$ cat src/rtl/clc_pkg.sv
// Shared types and codes for the charge-limited LRU cache.
// No dependencies; every other file of the block imports this package.
`timescale 1ns / 1ps
package clc_pkg;

    localparam int KEY_W    = 64;
    localparam int HASH_W   = 32;
    localparam int VAL_W    = 32;
    localparam int CHARGE_W = 16;
    localparam int USAGE_W  = 20;

    localparam logic [USAGE_W-1:0] CAP_RESET = 20'd65535;

    typedef enum logic [1:0] {
        OP_LOOKUP = 2'd0,
        OP_INSERT = 2'd1,
        OP_ERASE  = 2'd2,
        OP_NONE   = 2'd3
    } op_t;

    typedef enum logic [2:0] {
        KIND_LOOKUP   = 3'd0,
        KIND_DONE     = 3'd1,
        KIND_ERASED   = 3'd2,
        KIND_EVICTED  = 3'd3,
        KIND_REPLACED = 3'd4
    } kind_t;

    // One result record as it waits in the result queue.
    typedef struct packed {
        logic [2:0]          kind;
        logic                hit;
        logic [KEY_W-1:0]    key;
        logic [VAL_W-1:0]    value;
        logic [CHARGE_W-1:0] charge;
    } rec_t;

endpackage

$ cat src/rtl/clc_result_queue.sv
// Memory that holds the result records of one operation until it completes.
// Depends on clc_pkg for the record type; read data is registered.
`timescale 1ns / 1ps
module clc_result_queue
    import clc_pkg::*;
#(
    parameter int DEPTH = 18
) (
    input  logic                     clk,
    input  logic                     we,
    input  logic [$clog2(DEPTH)-1:0] waddr,
    input  rec_t                     wdata,
    input  logic [$clog2(DEPTH)-1:0] raddr,
    output rec_t                     rdata
);

    rec_t mem [DEPTH];
    rec_t rdata_reg;

    // Synchronous write and registered read.
    always_ff @(posedge clk)
    begin
        if (we)
        begin
            mem[waddr] <= wdata;
        end
        rdata_reg <= mem[raddr];
    end

    assign rdata = rdata_reg;

endmodule

$ cat config.mk
export PLATFORM = sky130hd
export DESIGN_NAME = clc_result_queue
export DESIGN_NICKNAME = d
export VERILOG_FILES = /design/src/rtl/clc_pkg.sv /design/src/rtl/clc_result_queue.sv
export SDC_FILE = /design/constraint.sdc
export NUM_CORES = 2
export LEC_CHECK = 0
export BUFFER_PORTS_ARGS = -buffer_cell sky130_fd_sc_hd__buf_2
export CORE_ASPECT_RATIO = 1.4
export CORE_MARGIN = 1.5
export CORE_UTILIZATION = 50
export CTS_BUF_LIST = sky130_fd_sc_hd__clkbuf_8 sky130_fd_sc_hd__clkbuf_16
export DETAILED_ROUTE_END_ITERATION = 8
export PLACE_DENSITY_LB_ADDON = 0.05
export SLEW_MARGIN = 25
export SYNTH_ARGS = -nofsm -noshare
export SYNTH_HDL_FRONTEND = slang
export SYNTH_SLANG_ARGS = --single-unit
$ cat constraint.sdc
create_clock -name clk -period 19.3 [get_ports clk]
set_input_delay 3.86 -clock clk [delete_from_list [all_inputs] [get_ports clk]]
set_output_delay 3.86 -clock clk [all_outputs]
set_load 0.02 [all_outputs]
# Word-level counts from Yosys, hierarchy flattened
# Memories as Yosys holds them, arrays and structs flattened. A register that Yosys moved wholly into a read port is not among the register bits.
# Index checks and enable logic that the tools add are counted.
# word_totals
register_bits	0
in_bits	128
elab_cells	3
ramBits	2088
memories	1
out_inout_bits	116
# classes
muxes	2
# mem_list
memory	depth	width	rd	rd_ports_with_merged_regs	wr	line_no	source
mem	18	116	1	1	1	clc_result_queue.sv:17	rec_t mem [DEPTH];
# ops
op	n
1-bit 2-to-1 mux	2

# Logic depth before layout (Yosys ltp)
# logic_depth
ltp_word	2
depth_mapped	8
depth_no_buf	4

# Worst setup path after synthesis
# No wires, ideal clock.
# synth_timing
path_type	in2reg
from	in waddr[2]
to	mem mem[17][0] (netlist bit) (enable)
t_arrival_ns	12.639
t_required_ns	18.544
setup_ns	0.756
path_stages	4
slack_ns	5.905
path_buffers	1
path_cell_list	clkbuf_1 > nor2_1 > nand3_1 > nor3b_1
# synth_lines
item	line_no	source
from (decl)	clc_result_queue.sv:11	input logic [$clog2(DEPTH)-1:0] waddr,
to (decl)	clc_result_queue.sv:17	
# No word-level cell before the write port.

==> run metrics <==
max reg flops ~2100; layout cells sized above 1 0.258; area leader, netlist edfxtp_1; die area between 0.15 and 0.2 mm2; CP Max Fanout 49; std cell rows roughly 180; PortBufs ~240; status finished clean; 1st-iter DRT viols about 3500; R2R Path End rdata[53]$_DFF_P_; routed len/inst slightly above 30 um; Worst setup endpoint rdata[58]$_DFF_P_; syn_nets 3850; TritonCTS clock tree yes; initial antenna violation count 42; NumNets Final between 4000 and 5000; CP endpoint kind flip-flop; worst min path class flip-flop to flip-flop; Mapped Cells approximately 3700; largest net degree at the start of global routing 136; critical path class input port to flip-flop; crit path from raddr[0]; Slew Limit Fails 0; total grt overflow 0; Max-cap violations 0; Die X ~350 um; origin of the critical flop-to-flop path mem[5][53]$_DFFE_PP_; io pins 244; Slew HR 0.255; ys async rst share 0; Yosys warning count 0; post-synthesis sequential area ratio 0.793; Yosys top cell area share 0.765; Chip Height slightly below 500 um; Hold Violations, Final 0; top post-synthesis cells by count 2088 x edfxtp_1, 348 x mux2i_1, 348 x mux4_2; gp weighted congestion ~0.71; Reg2Reg Setup Slack ~18 ns; r2r worst-path depth 3; unrepaired setup endpoints after global routing no; Critical Path RT around 20 ns; Total Routing Usage GR 0.241; CP arrival roughly 7.7 ns; Mapped Area between 0.08 and 0.09 mm2; top-count cell post-synth edfxtp_1; Hold Slack between 0.5 and 0.6 ns; Remaining DRCs 0; Max clock buf depth 3; vias per cell slightly above 6; Clock Skew ~0.017 ns; clock root cell clkbuf_16; Synth Flop Type edfxtp_1; first-pass GRT wire length between 200000 and 300000 um; Total Wirelength 198000 um; # H-tree levels 4; antenna viol nets, final 0; drt pass-1 iters 5; Core ar. 0.163 mm2; Area Overhead vs Synth 12.4%; vias in the first global route approximately 40000; syn avg cell area 22.0 um2; endpoints failing setup 0; synth top area cells edfxtp_1 77%, mux4_2 9.6%, mux2i_1 4.3%, dfxtp_1 2.8%, mux2_2 1.6%; total clock sinks ~2200; Yosys reg bits 2204; HPWL Detailed slightly above 90000 um; setup tns final 0 ns; Worst Setup Start Kind input port; CTS Hold Bufs 0; Tmin final around 7.0 ns; EDFF count, synth between 2000 and 2500; routed via count between 30000 and 40000; setup bufs post-CTS 0; Cell Count Post-Placement 5958; Max rail drop VDD roughly 0.000097 V; post-cts sizing count 0; static leakage 0.0303 uW; Pwr per Cell Area 105 mW/mm2; Max Fclk 142 MHz; clock-pin slew on the worst setup and hold paths approximately 0.06 ns; Tcrit/Tclk final 0.364; post-route total power between 9000 and 10000 uW; final core utilization 0.566; starting density of the core 0.504; total CTS buffers approximately 200; Yosys cell types 22; Final Instance Count excl. Fillers 6347; Worst-Skew Late Latency around 0.83 ns; Least-Margin Pin Slew between 1 and 1.5 ns
## logic make-up after synthesis
family | synth area share
buffers and inverters | 0.0151
flip-flops | 0.793
AO/OA/AOI/OAI | 0.0301
AND/OR/NAND/NOR | 0.00728
multiplexers | 0.154
## layout make-up
type                       count  area (um2)
antenna                        6        15.0
clock buffer                 235        5620
clock inverter               147         920
fill                       12100       70600
multi-input combinational   1309       15800
sequential                  2204       65000
tap                         2124        2660
timing repair buffer         322        2030
## layout by cell type (no fill, tap or decap), types with 118 or more instances in the layout
master     instances
nand2_1          118
mux2i_1          348
mux4_2           348
edfxtp_1        2088
clkbuf_16        212
buf_2            239
## per-stage QoR
| step | worst slack (ns) | area [um2] |
|---|---|---|
| 6_report | 12.28 | 92100 |
| 5_1_grt | 11.86 | 92100 |
| 4_1_cts | 12.17 | 92100 |
| 3_5_place_dp | 11.28 | 85500 |
| 3_3_place_gp | 11.26 | 85500 |
| 2_1_floorplan | 5.91 | 82000 |
## power breakdown
part	internal, uW	switching [uW]
combinational	166	292
sequential	5310	28.1
clock	2210	1700
## worst min path at each step
stage | start | to | slack [ns] | cells after the start
finish | mem[17][47]$_DFFE_PP_ | rdata[47]$_DFF_P_ | 0.60 | 3
global route | mem[17][47]$_DFFE_PP_ | rdata[47]$_DFF_P_ | 0.62 | 3
CTS | mem[16][23]$_DFFE_PP_ | rdata[23]$_DFF_P_ | 0.60 | 3
detailed placement | mem[17][112]$_DFFE_PP_ | rdata[112]$_DFF_P_ | 0.59 | 3
global placement | mem[17][108]$_DFFE_PP_ | rdata[108]$_DFF_P_ | 0.58 | 3
floorplan | mem[17][114]$_DFFE_PP_ | rdata[114]$_DFF_P_ | 0.56 | 3
## per-layer routing
layer  global-route usage  part of all wire
met5                    0           0.00096
met4               0.0601             0.020
met3               0.0436             0.058
met2                0.398              0.49
met1                0.336              0.43
## critical path, stage by stage
cell and delay, ns:
buf_8 0.43, buf_4 0.78, buf_4 0.79, buf_4 0.80
mux4_2 0.59, o21ai_1 0.16, o211ai_1 0.11
No activity file was read; power rests on OpenSTA's default activity.
